<file path="src/hw/rtl/mhlp_pkg.sv">
// Package: shared types, codes and constants of the hash table block.
`timescale 1ns / 1ps
`default_nettype none
package mhlp_pkg;

  // Table geometry
  localparam int TABLE_DEPTH = 128;
  localparam int KEY_BITS    = 20;
  localparam int ADDR_W      = $clog2(TABLE_DEPTH);
  localparam int CNT_W       = ADDR_W + 1;
  localparam int SLOT_W      = 7;

  // Configuration port
  localparam int CFG_IDX_W  = 4;
  localparam int CFG_DATA_W = 16;
  localparam int SIZE_W     = 8;
  localparam int MULT_W     = 16;

  localparam logic [CFG_IDX_W-1:0] CFG_TABLE_SIZE = CFG_IDX_W'(0);
  localparam logic [CFG_IDX_W-1:0] CFG_HASH_MULT  = CFG_IDX_W'(1);

  localparam logic [SIZE_W-1:0] SIZE_RESET = SIZE_W'(128);
  localparam logic [MULT_W-1:0] MULT_RESET = MULT_W'(40503);

  // Hash arithmetic: 16 fractional bits, cut to hundredths, scaled by size
  localparam int FRAC_W      = 16;
  localparam int HUNDRED     = 100;
  localparam int PCT_W       = 7;
  localparam int PCT_MUL_W   = FRAC_W + PCT_W;
  localparam int SCL_W       = PCT_W + SIZE_W;
  // x / 100 == (x * 5243) >> 19, exact for x below 2^15
  localparam int RECIP       = 5243;
  localparam int RECIP_W     = 13;
  localparam int RECIP_SHIFT = 19;
  localparam int HOME_MUL_W  = SCL_W + RECIP_W;

  typedef enum logic {
    CMD_INSERT = 1'b0,
    CMD_READ   = 1'b1
  } cmd_t;

  typedef enum logic [1:0] {
    STAT_OK   = 2'd0,
    STAT_DUP  = 2'd1,
    STAT_FULL = 2'd2,
    STAT_ZERO = 2'd3
  } status_t;

  typedef struct packed {
    cmd_t                cmd;
    logic [KEY_BITS-1:0] key_in;
    logic [SLOT_W-1:0]   slot_in;
  } in_item_t;

  typedef struct packed {
    logic [SLOT_W-1:0]   slot_out;
    logic [KEY_BITS-1:0] key_out;
    status_t             status;
  } out_item_t;

  // Source of the result fields
  typedef enum logic [1:0] {
    RES_SLOT_HELD,
    RES_SLOT_KEY,
    RES_ZERO
  } res_sel_t;

  typedef enum logic [2:0] {
    ST_IDLE,
    ST_HASH_MUL,
    ST_HASH_PCT,
    ST_HASH_SCALE,
    ST_HASH_HOME,
    ST_PROBE,
    ST_READ_ISSUE,
    ST_READ_WAIT
  } state_t;

  // Controller to datapath
  typedef struct packed {
    logic     load;
    logic     hash_mul;
    logic     hash_pct;
    logic     hash_scale;
    logic     hash_home;
    logic     probe_issue;
    logic     read_issue;
    logic     wr_en;
    logic     emit;
    res_sel_t res_sel;
    status_t  res_status;
  } ctl_t;

  // Datapath to controller
  typedef struct packed {
    logic in_read;
    logic in_zero_key;
    logic iss_more;
    logic hit_empty;
    logic hit_dup;
    logic hit_full;
  } sts_t;

endpackage
`default_nettype wire

</file>
<file path="src/hw/rtl/mhlp_ram.sv">
// Generic simple dual-port RAM with registered read.
`timescale 1ns / 1ps
`default_nettype none
module mhlp_ram #(
  parameter int WIDTH = 8,
  parameter int DEPTH = 16
) (
  input  wire logic                     clk,
  input  wire logic                     we,
  input  wire logic [$clog2(DEPTH)-1:0] waddr,
  input  wire logic [WIDTH-1:0]         wdata,
  input  wire logic [$clog2(DEPTH)-1:0] raddr,
  output logic      [WIDTH-1:0]         rdata
);

  logic [WIDTH-1:0] mem [DEPTH];
  logic [WIDTH-1:0] rdata_r;

  // Write one entry, register the read word
  always_ff @(posedge clk) begin
    if (we) begin
      mem[waddr] <= wdata;
    end
    rdata_r <= mem[raddr];
  end

  assign rdata = rdata_r;

endmodule
`default_nettype wire

</file>
<file path="src/hw/rtl/mhlp_datapath.sv">
// Datapath: config registers, hash pipeline, probe address, slot store and result registers.
`timescale 1ns / 1ps
`default_nettype none
module mhlp_datapath (
  input  wire logic                          clk,
  input  wire logic                          rst_n,
  input  wire mhlp_pkg::in_item_t            in_payload,
  input  wire logic                          cfg_we,
  input  wire logic [mhlp_pkg::CFG_IDX_W-1:0]  cfg_index,
  input  wire logic [mhlp_pkg::CFG_DATA_W-1:0] cfg_data,
  input  wire mhlp_pkg::ctl_t                ctl,
  output mhlp_pkg::sts_t                     sts,
  output logic                               out_strobe,
  output mhlp_pkg::out_item_t                out_payload
);
  import mhlp_pkg::*;

  logic [SIZE_W-1:0]     table_size_r;
  logic [MULT_W-1:0]     hash_mult_r;
  logic [CNT_W-1:0]      size_use;

  logic [KEY_BITS-1:0]   key_r;
  logic [SLOT_W-1:0]     slot_r;

  logic [2*FRAC_W-1:0]   mul_full;
  logic [FRAC_W-1:0]     mul_r;
  logic [PCT_MUL_W-1:0]  pct_full;
  logic [PCT_W-1:0]      pct_r;
  logic [SCL_W-1:0]      scl_full;
  logic [SCL_W-1:0]      scl_r;
  logic [HOME_MUL_W-1:0] home_full;

  logic [ADDR_W-1:0]     iss_pos_r;
  logic [CNT_W-1:0]      iss_cnt_r;
  logic [CNT_W-1:0]      pos_inc;

  logic [ADDR_W-1:0]     raddr;
  logic                  issue;
  logic                  rd_vld_r;
  logic [ADDR_W-1:0]     rd_pos_r;
  logic                  rd_last_r;
  logic                  rd_bit_r;
  logic [KEY_BITS-1:0]   rdata;
  logic [KEY_BITS-1:0]   held;

  logic [TABLE_DEPTH-1:0] valid_r;

  logic                  out_strobe_r;
  out_item_t             out_payload_r;

  // Config registers
  always_ff @(posedge clk) begin
    if (!rst_n) begin
      table_size_r <= SIZE_RESET;
      hash_mult_r  <= MULT_RESET;
    end else if (cfg_we) begin
      if (cfg_index == CFG_TABLE_SIZE) begin
        table_size_r <= cfg_data[SIZE_W-1:0];
      end else if (cfg_index == CFG_HASH_MULT) begin
        hash_mult_r <= cfg_data[MULT_W-1:0];
      end
    end
  end

  // Clamp size into 1..depth
  always_comb begin
    if (table_size_r == '0) begin
      size_use = CNT_W'(1);
    end else if (CNT_W'(table_size_r) > CNT_W'(TABLE_DEPTH)) begin
      size_use = CNT_W'(TABLE_DEPTH);
    end else begin
      size_use = CNT_W'(table_size_r);
    end
  end

  // Capture the item
  always_ff @(posedge clk) begin
    if (ctl.load) begin
      key_r  <= in_payload.key_in;
      slot_r <= in_payload.slot_in;
    end
  end

  // Hash pipeline, one product per step
  assign mul_full  = (2*FRAC_W)'(key_r[FRAC_W-1:0]) * (2*FRAC_W)'(hash_mult_r);
  assign pct_full  = PCT_MUL_W'(mul_r) * PCT_MUL_W'(HUNDRED);
  assign scl_full  = SCL_W'(pct_r) * SCL_W'(size_use);
  assign home_full = HOME_MUL_W'(scl_r) * HOME_MUL_W'(RECIP);

  always_ff @(posedge clk) begin
    if (ctl.hash_mul) begin
      mul_r <= mul_full[FRAC_W-1:0];
    end
    if (ctl.hash_pct) begin
      pct_r <= pct_full[FRAC_W +: PCT_W];
    end
    if (ctl.hash_scale) begin
      scl_r <= scl_full;
    end
  end

  // Probe address: start at home, advance with wrap at the size in use
  assign pos_inc = CNT_W'(iss_pos_r) + CNT_W'(1);

  always_ff @(posedge clk) begin
    if (ctl.hash_home) begin
      iss_pos_r <= home_full[RECIP_SHIFT +: ADDR_W];
      iss_cnt_r <= '0;
    end else if (ctl.probe_issue) begin
      iss_pos_r <= (pos_inc >= size_use) ? '0 : pos_inc[ADDR_W-1:0];
      iss_cnt_r <= iss_cnt_r + CNT_W'(1);
    end
  end

  // Read address and tracking of the word in flight
  assign issue = ctl.probe_issue | ctl.read_issue;
  assign raddr = ctl.read_issue ? slot_r[ADDR_W-1:0] : iss_pos_r;

  always_ff @(posedge clk) begin
    if (!rst_n) begin
      rd_vld_r <= 1'b0;
    end else begin
      rd_vld_r <= issue;
    end
  end

  always_ff @(posedge clk) begin
    rd_pos_r  <= raddr;
    rd_last_r <= (iss_cnt_r == size_use - CNT_W'(1));
    rd_bit_r  <= valid_r[raddr];
  end

  // Per-slot valid bits stand in for the cleared store
  always_ff @(posedge clk) begin
    if (!rst_n) begin
      valid_r <= '0;
    end else if (ctl.wr_en) begin
      valid_r[rd_pos_r] <= 1'b1;
    end
  end

  mhlp_ram #(
    .WIDTH(KEY_BITS),
    .DEPTH(TABLE_DEPTH)
  ) u_slot_ram (
    .clk  (clk),
    .we   (ctl.wr_en),
    .waddr(rd_pos_r),
    .wdata(key_r),
    .raddr(raddr),
    .rdata(rdata)
  );

  // Compare the returned slot against the key
  assign held = rd_bit_r ? rdata : '0;

  always_comb begin
    sts.in_read     = (in_payload.cmd == CMD_READ);
    sts.in_zero_key = (in_payload.key_in == '0);
    sts.iss_more    = (iss_cnt_r < size_use);
    sts.hit_empty   = rd_vld_r && (held == '0);
    sts.hit_dup     = rd_vld_r && (held != '0) && (held == key_r);
    sts.hit_full    = rd_vld_r && (held != '0) && (held != key_r) && rd_last_r;
  end

  // Result register
  always_ff @(posedge clk) begin
    if (!rst_n) begin
      out_strobe_r <= 1'b0;
    end else begin
      out_strobe_r <= ctl.emit;
    end
  end

  always_ff @(posedge clk) begin
    if (ctl.emit) begin
      out_payload_r.status <= ctl.res_status;
      case (ctl.res_sel)
        RES_SLOT_HELD: begin
          out_payload_r.slot_out <= SLOT_W'(rd_pos_r);
          out_payload_r.key_out  <= held;
        end
        RES_SLOT_KEY: begin
          out_payload_r.slot_out <= SLOT_W'(rd_pos_r);
          out_payload_r.key_out  <= key_r;
        end
        default: begin
          out_payload_r.slot_out <= '0;
          out_payload_r.key_out  <= '0;
        end
      endcase
    end
  end

  assign out_strobe  = out_strobe_r;
  assign out_payload = out_payload_r;

endmodule
`default_nettype wire

</file>
<file path="src/hw/rtl/mhlp_ctrl.sv">
// Controller: state machine that sequences hashing, probing, reads and results.
`timescale 1ns / 1ps
`default_nettype none
module mhlp_ctrl (
  input  wire logic           clk,
  input  wire logic           rst_n,
  input  wire logic           start,
  input  wire mhlp_pkg::sts_t sts,
  output logic                busy,
  output mhlp_pkg::ctl_t      ctl
);
  import mhlp_pkg::*;

  state_t state_r;
  state_t state_nxt;
  logic   stop;

  assign stop = sts.hit_empty | sts.hit_dup | sts.hit_full;

  always_ff @(posedge clk) begin
    if (!rst_n) begin
      state_r <= ST_IDLE;
    end else begin
      state_r <= state_nxt;
    end
  end

  // Next state
  always_comb begin
    state_nxt = state_r;
    unique case (state_r)
      ST_IDLE: begin
        if (start) begin
          if (sts.in_read) begin
            state_nxt = ST_READ_ISSUE;
          end else if (!sts.in_zero_key) begin
            state_nxt = ST_HASH_MUL;
          end
        end
      end
      ST_HASH_MUL:   state_nxt = ST_HASH_PCT;
      ST_HASH_PCT:   state_nxt = ST_HASH_SCALE;
      ST_HASH_SCALE: state_nxt = ST_HASH_HOME;
      ST_HASH_HOME:  state_nxt = ST_PROBE;
      ST_PROBE: begin
        if (stop) begin
          state_nxt = ST_IDLE;
        end
      end
      ST_READ_ISSUE: state_nxt = ST_READ_WAIT;
      ST_READ_WAIT:  state_nxt = ST_IDLE;
      default:       state_nxt = ST_IDLE;
    endcase
  end

  // Outputs
  always_comb begin
    ctl            = '0;
    ctl.res_sel    = RES_ZERO;
    ctl.res_status = STAT_OK;
    unique case (state_r)
      ST_IDLE: begin
        ctl.load = start;
        // Zero key answers at once and leaves the table alone
        if (start && !sts.in_read && sts.in_zero_key) begin
          ctl.emit       = 1'b1;
          ctl.res_sel    = RES_ZERO;
          ctl.res_status = STAT_ZERO;
        end
      end
      ST_HASH_MUL:   ctl.hash_mul   = 1'b1;
      ST_HASH_PCT:   ctl.hash_pct   = 1'b1;
      ST_HASH_SCALE: ctl.hash_scale = 1'b1;
      ST_HASH_HOME:  ctl.hash_home  = 1'b1;
      ST_PROBE: begin
        ctl.probe_issue = sts.iss_more && !stop;
        if (sts.hit_empty) begin
          ctl.wr_en      = 1'b1;
          ctl.emit       = 1'b1;
          ctl.res_sel    = RES_SLOT_KEY;
          ctl.res_status = STAT_OK;
        end else if (sts.hit_dup) begin
          ctl.emit       = 1'b1;
          ctl.res_sel    = RES_SLOT_HELD;
          ctl.res_status = STAT_DUP;
        end else if (sts.hit_full) begin
          ctl.emit       = 1'b1;
          ctl.res_sel    = RES_ZERO;
          ctl.res_status = STAT_FULL;
        end
      end
      ST_READ_ISSUE: ctl.read_issue = 1'b1;
      ST_READ_WAIT: begin
        ctl.emit       = 1'b1;
        ctl.res_sel    = RES_SLOT_HELD;
        ctl.res_status = STAT_OK;
      end
      default: ctl.load = 1'b0;
    endcase
  end

  assign busy = (state_r != ST_IDLE);

endmodule
`default_nettype wire

</file>
<file path="src/hw/rtl/mult_hash_linear_probe_table_core.sv">
// Top level: multiplicative-hash table with linear probing, controller plus datapath.
//
//   channel   ports                                    handshake
//   --------  ---------------------------------------  ------------------------------
//   input     start, busy, in_payload                  taken when start and not busy
//   result    out_strobe, out_payload                  one cycle per item, no stall
//   config    cfg_valid, cfg_ready, cfg_index, cfg_data  taken when valid and ready
//
// An insert hashes in five steps (capture, three registered products, home
// slot), then probes: the slot store returns one word a cycle and the compare
// uses the registered word. A read issues its slot, then emits the word; a
// zero key answers at once. The result appears the cycle after the item ends.
// Reset is synchronous, active low, and empties the table at once through
// per-slot valid bits. The receiver cannot stall; cfg_ready is always high.
`timescale 1ns / 1ps
`default_nettype none
module mult_hash_linear_probe_table_core (
  input  wire logic                             clk,
  input  wire logic                             rst_n,
  input  wire logic                             start,
  output logic                                  busy,
  input  wire mhlp_pkg::in_item_t               in_payload,
  output logic                                  out_strobe,
  output mhlp_pkg::out_item_t                   out_payload,
  input  wire logic                             cfg_valid,
  output logic                                  cfg_ready,
  input  wire logic [mhlp_pkg::CFG_IDX_W-1:0]   cfg_index,
  input  wire logic [mhlp_pkg::CFG_DATA_W-1:0]  cfg_data
);
  import mhlp_pkg::*;

  ctl_t ctl;
  sts_t sts;
  logic cfg_we;

  assign cfg_ready = 1'b1;
  assign cfg_we    = cfg_valid & cfg_ready;

  mhlp_ctrl u_ctrl (
    .clk  (clk),
    .rst_n(rst_n),
    .start(start),
    .sts  (sts),
    .busy (busy),
    .ctl  (ctl)
  );

  mhlp_datapath u_datapath (
    .clk        (clk),
    .rst_n      (rst_n),
    .in_payload (in_payload),
    .cfg_we     (cfg_we),
    .cfg_index  (cfg_index),
    .cfg_data   (cfg_data),
    .ctl        (ctl),
    .sts        (sts),
    .out_strobe (out_strobe),
    .out_payload(out_payload)
  );

endmodule
`default_nettype wire

</file>
<file path="config.mk">
export PLATFORM = sky130hd
export DESIGN_NAME = mult_hash_linear_probe_table_core
export DESIGN_NICKNAME = d
export VERILOG_FILES = /design/src/hw/rtl/mhlp_pkg.sv /design/src/hw/rtl/mhlp_ram.sv /design/src/hw/rtl/mhlp_datapath.sv /design/src/hw/rtl/mhlp_ctrl.sv /design/src/hw/rtl/mult_hash_linear_probe_table_core.sv
export SDC_FILE = /design/constraint.sdc
export NUM_CORES = 2
export LEC_CHECK = 0
export ABC_AREA = 1
export ABC_CLOCK_PERIOD_IN_PS = 11200
export BUFFER_PORTS_ARGS = -buffer_cell sky130_fd_sc_hd__buf_4
export CAP_MARGIN = 0
export CORE_MARGIN = 2
export CORE_UTILIZATION = 55
export CTS_BUF_LIST = sky130_fd_sc_hd__clkbuf_16
export DETAILED_ROUTE_END_ITERATION = 7
export MAX_ROUTING_LAYER = met4
export PLACE_DENSITY = 0.71
export SYNTH_ARGS = -nofsm -noshare
export SYNTH_HDL_FRONTEND = slang
export SYNTH_SLANG_ARGS = --single-unit
</file>
<file path="constraint.sdc">
create_clock -name clk -period 11.2 [get_ports clk]
set_input_delay 1.68 -clock clk [delete_from_list [all_inputs] [get_ports clk]]
set_output_delay 1.68 -clock clk [all_outputs]
set_load 0.005 [all_outputs]
</file>
-- Word-level counts from Yosys, hierarchy flattened
Memory sizes are Yosys's and may differ from the RTL's. A register that Yosys moved wholly into a read port is not among the register bits.
Cells that the tools add are included.
- order comparisons: 6
- add/sub/neg operators: 3
- reduce and logical (&&, ||, !) cells: 23
- multiply operators: 4
- multiplexer cells: 33
- eq/ne operators: 15
- bitwise gates (word level): 5
- operators with widths (cell ; number):
    $or A128 B128 Y128 ; 1
    $pmux W27 S2 ; 1
    $logic_not A20 Y1 ; 2
    $mux W7 ; 4
    $mul A15 B13 Y26 const B ; 1
    $pmux W3 S8 ; 1
    $mul A16 B5 Y21 const B ; 1
    $eq A20 B20 Y1 ; 1
    $mux W20 ; 1
    $mux W5 ; 4
    $ne A20 B20 Y1 ; 1
    $reduce_bool A20 Y1 ; 1
    $lt A7 B8 Y1 const B ; 2
    $mul A16 B16 Y16 ; 1
    $mux W8 ; 2
    $mul A7 B8 Y15 ; 1
    $pmux W5 S3 ; 1
    $mux W1 ; 13
    $eq A3 B3 Y1 const B ; 4
    $mux W3 ; 4
    $logic_and A1 B1 Y1 ; 9
    $add A7 B1 Y8 const B ; 1
    $add A8 B1 Y8 const B ; 1
    $eq A8 B8 Y1 ; 1
    25 further kinds ; 30
- logic and storage cells: 109
- register bits: 275
- memories kept: 1
- RAM bits: 2560
- input bits: 52
- memories (memory ; words ; bits a word ; read ports ; clocked after Yosys merged registers in ; write ports ; RTL line ; source):
    u_datapath.u_slot_ram.mem ; 128 ; 20 ; 1 ; 1 ; 1 ; mhlp_ram.sv:16 ; logic [WIDTH-1:0] mem [DEPTH];

-- Depth between registers and ports, before layout
- word-level depth: 11
- gate-level depth with buffers: 24

-- By module
From an unflattened synthesis, not the netlist that was laid out.
- cell total of the unflattened synthesis: 11437
- area, all modules: 126297.4 µm²
- modules (own cells, without submodules) (module ; area each (µm²) ; times used ; cells an instance):
    mhlp_ram ; 102912.5 ; 1 ; 8442
    mhlp_datapath ; 23060.9 ; 1 ; 2932
    mhlp_ctrl ; 312.8 ; 1 ; 61
    mult_hash_linear_probe_table_core ; 11.3 ; 1 ; 2

-- Worst setup path before layout
Ideal clock, no wire load.
- kind: reg2reg
- start point: register u_datapath.key_r[9]
- end point: register u_datapath.mul_r[14], data pin
- setup slack: 4.584 ns
- arrival time: 6.364 ns
- clock period less this slack: 6.616 ns
- path buffers: 1
- cell stages (with the launch flop): 18
- setup time: 0.252 ns
- cells stage by stage: edfxtp_1 > buf_2 > nand2_1 > fa_1 > fa_1 > fa_1 > fa_1 > inv_1 > fa_1 > inv_1 > fa_1 > inv_1 > ha_1 > a21oi_1 > inv_1 > a221oi_1 > a21o_1 > nand2_1
- longest elaborated chain between the ends: 1
- RTL lines (element ; RTL line ; source):
    start: declaration ; mhlp_datapath.sv:22 ; logic [KEY_BITS-1:0] key_r;
    start signal: assignment ; mhlp_datapath.sv:79 ; key_r <= in_payload.key_in;
    $mul A16 B16 Y16 ; mhlp_datapath.sv:85 ; assign mul_full = (2*FRAC_W)'(key_r[FRAC_W-1:0]) * (2*FRAC_W)'(hash_mult_r);
    named net u_datapath.mul_full[14] ; mhlp_datapath.sv:25 ; logic [2*FRAC_W-1:0] mul_full;
    end signal: assignment ; mhlp_datapath.sv:92 ; mul_r <= mul_full[FRAC_W-1:0];
    end: declaration ; mhlp_datapath.sv:26 ; logic [FRAC_W-1:0] mul_r;
The timed path passes the listed nets, and every way through them passes these cells.
A chain may end at the register's enable or synchronous reset.

-- Worst setup path in the final report
- start point: register u_datapath.key_r[12]
- end point: register u_datapath.mul_r[15], data pin
Same word-level chain as after synthesis.

==> run metrics <==
status completed; synth unique cells 48; Post-synth ARST share 0; CTS Hold Bufs 0; post-synthesis average cell area 11.2 um^2; Initial Utilization 0.554; register area share after synthesis 0.665; clock slew seen by the registers of the worst setup and hold paths 60 ps; Mapped Nets 11.8k; post-synthesis simple-gate area fraction 0.218; antenna violations before repair 7; Max Slew Vio Count 0; GRT Overall Usage 0.316; IO Pins 84; Int Pwr 23900 uW; CP Data Arrival Time 6420 ps; Place WS 5520 ps; Final #Nets 11.7k; Setup TNS 0 ps; largest family of logic cells by synthesized area simple AND/OR/NAND/NOR gates; Iteration-0 DRC Markers 13.2k; Synth Flop Type edfxtp_1; R2R cell count 20; Final Hold Fails 0; Setup WS post-layout 5460 ps; Skew-Pair Late Insertion Delay 970 ps; Reg2Reg Setup Slack 5460 ps; synthesized area 126000 um^2; vias 88.3k; M1 GR Usage 0.427; max-cap violation count 0; port bufs 82; Post-synth EDFFs 2661; Leak 0.0526 uW; Hold Path End u_datapath.valid_r[25]; Fillers 17.7k; Remaining DRCs 0; DIE WIDTH 483 um; layout cell share with drive strength beyond 1 0.0699; adder-cell share of the synthesized area 0.0541; drt wl/cell 25.1 um; xor-xnor portion of the synthesized cell area 0.00493; DP HPWL 200000 um; leading area contributor after synthesis edfxtp_1; drt first pass iters 6; Pwr per Cell Area 299 nW/um^2; Core Util, Final 0.610; setup violators final 0; RSZ-0062 raised after global routing false; Sequential Power Share 0.310; Max-slew headroom 0.136; number of buffers created by CTS 307; CP endpoint kind flop; worst setup path class flop to flop; top cell type's share of synthesized area 0.634; P_sw 17700 uW; maximum buffer depth of the clock tree 4; met3 usage 0.0618; grt peak-use layer met2; reg2reg end u_datapath.mul_r[15]; number of synthesized register bits 2855; worst vdd ir 0.468 mV; Worst Hold Launch u_datapath.valid_r[25]; htree depth 5; area fraction in compound gates after synthesis 0.0148; worst-margin pin slew 1290 ps; die area 233000 um^2; first-pass GRT wire length 534000 um; Clock Tree Root clkbuf_16; grt total ovfl 0; sw frac 0.426; most common cell after layout, fill and taps aside nand3_1; Num Clock Sinks 2855; Synth area leaders edfxtp_1, nand3_1, nand2_1; Post-Route WL 362000 um; Final Cycle Share 0.512; Core Footprint 228000 um^2; total power 41500 uW; Synth Warn # 0; RePlAce Congestion 0.935; remaining antenna violation count 0; CP max FO 59; most frequent cells in the layout nand3_1, nand2_1, edfxtp_1; post-layout minimum cycle time 5740 ps; CTS tree built; Comb pwr share 0.457; post-synthesis mux area share 0; worst r2r src u_datapath.key_r[12]; row cnt 175; Area Growth Syn to Fin 10.2%; met2 GRT Util 0.475; critical path required time 11880 ps; post_cts resized 0; number of global-route vias before repair 84.2k; hold path depth 2; clk_skew 97.7 ps; Hold Path Class flop to flop; pin count of the biggest net entering global routing 189; f_max 174 MHz; Syn Inst Count 11.3k; clock power share 0.233; Die Y 483 um; Setup crit start kind flop; vias per cell 6.12; setup bufs post-CTS 0
## cell type report
class / instances / area, um^2 / share of cell area
sequential: 2855 / 83800 / 0.603
multi-input combinational: 7074 / 37100 / 0.267
clock buffer: 319 / 7980 / 0.0574
tap: 3009 / 3760 / 0.0271
inverter: 662 / 2500 / 0.0180
timing repair buffer: 274 / 2290 / 0.0165
clock inverter: 221 / 1510 / 0.0108
antenna: 5 / 12.5 / 0.0000900
## logic make-up after synthesis
| family | Yosys count |
|---|---|
| xor+xnor | 71 |
| buf+inv | 1346 |
| compound gates | 317 |
| flops | 2855 |
| simple gates | 6252 |
| other cells | 1 |
| fa+ha+maj | 433 |
## critical path: stages, from the launching register on
cell and delay, ps:
edfxtp_1 320, buf_4 670, nand2_1 170, fa_1 530, inv_1 50, fa_1 550
inv_1 60, fa_1 490, fa_1 580, fa_1 440, fa_1 500, inv_1 40
ha_1 320, nand2_1 100, nor2_1 60, nand2_1 60, o211ai_1 80, a31oi_1 230
inv_1 70, nand2_1 70, nand2_1 50
## synth_stat cells, types with 4 or more instances
cell	count
edfxtp_1	2661
nor3_1	10
nand3b_1	5
fa_1	187
clkbuf_1	299
buf_6	9
nor4_1	5
o21ai_0	72
nor2_2	13
nand4_1	23
xor2_1	52
nand2_1	2966
a21o_1	5
xnor2_1	19
inv_1	658
nand2_2	4
nand3_1	2972
a21oi_1	136
ha_1	246
nor2_1	239
buf_1	83
o21a_1	81
dfxtp_1	194
buf_2	290
## layer usage
metal,vias up,share of wire
li1,39008,-
met2,5479,0.46
met4,0,0.043
met5,-,0
met3,849,0.12
met1,42975,0.38
## worst max path at each step
stage / start / to / slack (ps)
2_1_floorplan: u_datapath.key_r[9] / u_datapath.mul_r[14] / 4580
3_3_place_gp: u_datapath.key_r[12] / u_datapath.mul_r[15] / 5420
3_5_place_dp: u_datapath.key_r[13] / u_datapath.mul_r[15] / 5520
4_1_cts: u_datapath.key_r[13] / u_datapath.mul_r[15] / 5440
5_1_grt: u_datapath.key_r[12] / u_datapath.mul_r[15] / 5140
6_report: u_datapath.key_r[12] / u_datapath.mul_r[15] / 5460
## sequential cells by signal, summed over array words and instances, names as in the netlist, 3 cells and up
| name | flops |
|---|---|
| u_datapath.scl_r | 15 |
| u_ctrl.state_r | 3 |
| u_datapath.rd_pos_r | 7 |
| u_datapath.key_r | 20 |
| u_datapath.u_slot_ram.mem | 2560 |
| u_datapath.mul_r | 16 |
| u_datapath.table_size_r | 8 |
| u_datapath.hash_mult_r | 16 |
| u_datapath.u_slot_ram.rdata | 20 |
| u_datapath.out_payload | 29 |
| u_datapath.slot_r | 7 |
| u_datapath.valid_r | 128 |
| u_datapath.pct_r | 7 |
| u_datapath.iss_cnt_r | 8 |
| u_datapath.iss_pos_r | 7 |
## stage by stage
| step | instance area, um^2 | instances | hold WS (ps) |
|---|---|---|---|
| after floorplan | 126000 | 11275 | 429 |
| after global placement | 129000 | 13874 | 437 |
| after global routing | 139000 | 14417 | 464 |
| final | 139000 | 14419 | 448 |
| after detailed placement | 129000 | 13874 | 440 |
| after CTS | 139000 | 14414 | 448 |
## power groups by stage
| stage | clock network [uW] | registers, uW | logic [uW] |
|---|---|---|---|
| after floorplan | 0 | 13400 | 12500 |
| after global placement | 0 | 13100 | 18500 |
| after detailed placement | 0 | 13100 | 18700 |
| after CTS | 9720 | 12900 | 18800 |
| after global routing | 10100 | 12900 | 20900 |
| final | 9670 | 12900 | 19000 |
No activity file was read; power rests on OpenSTA's default activity.
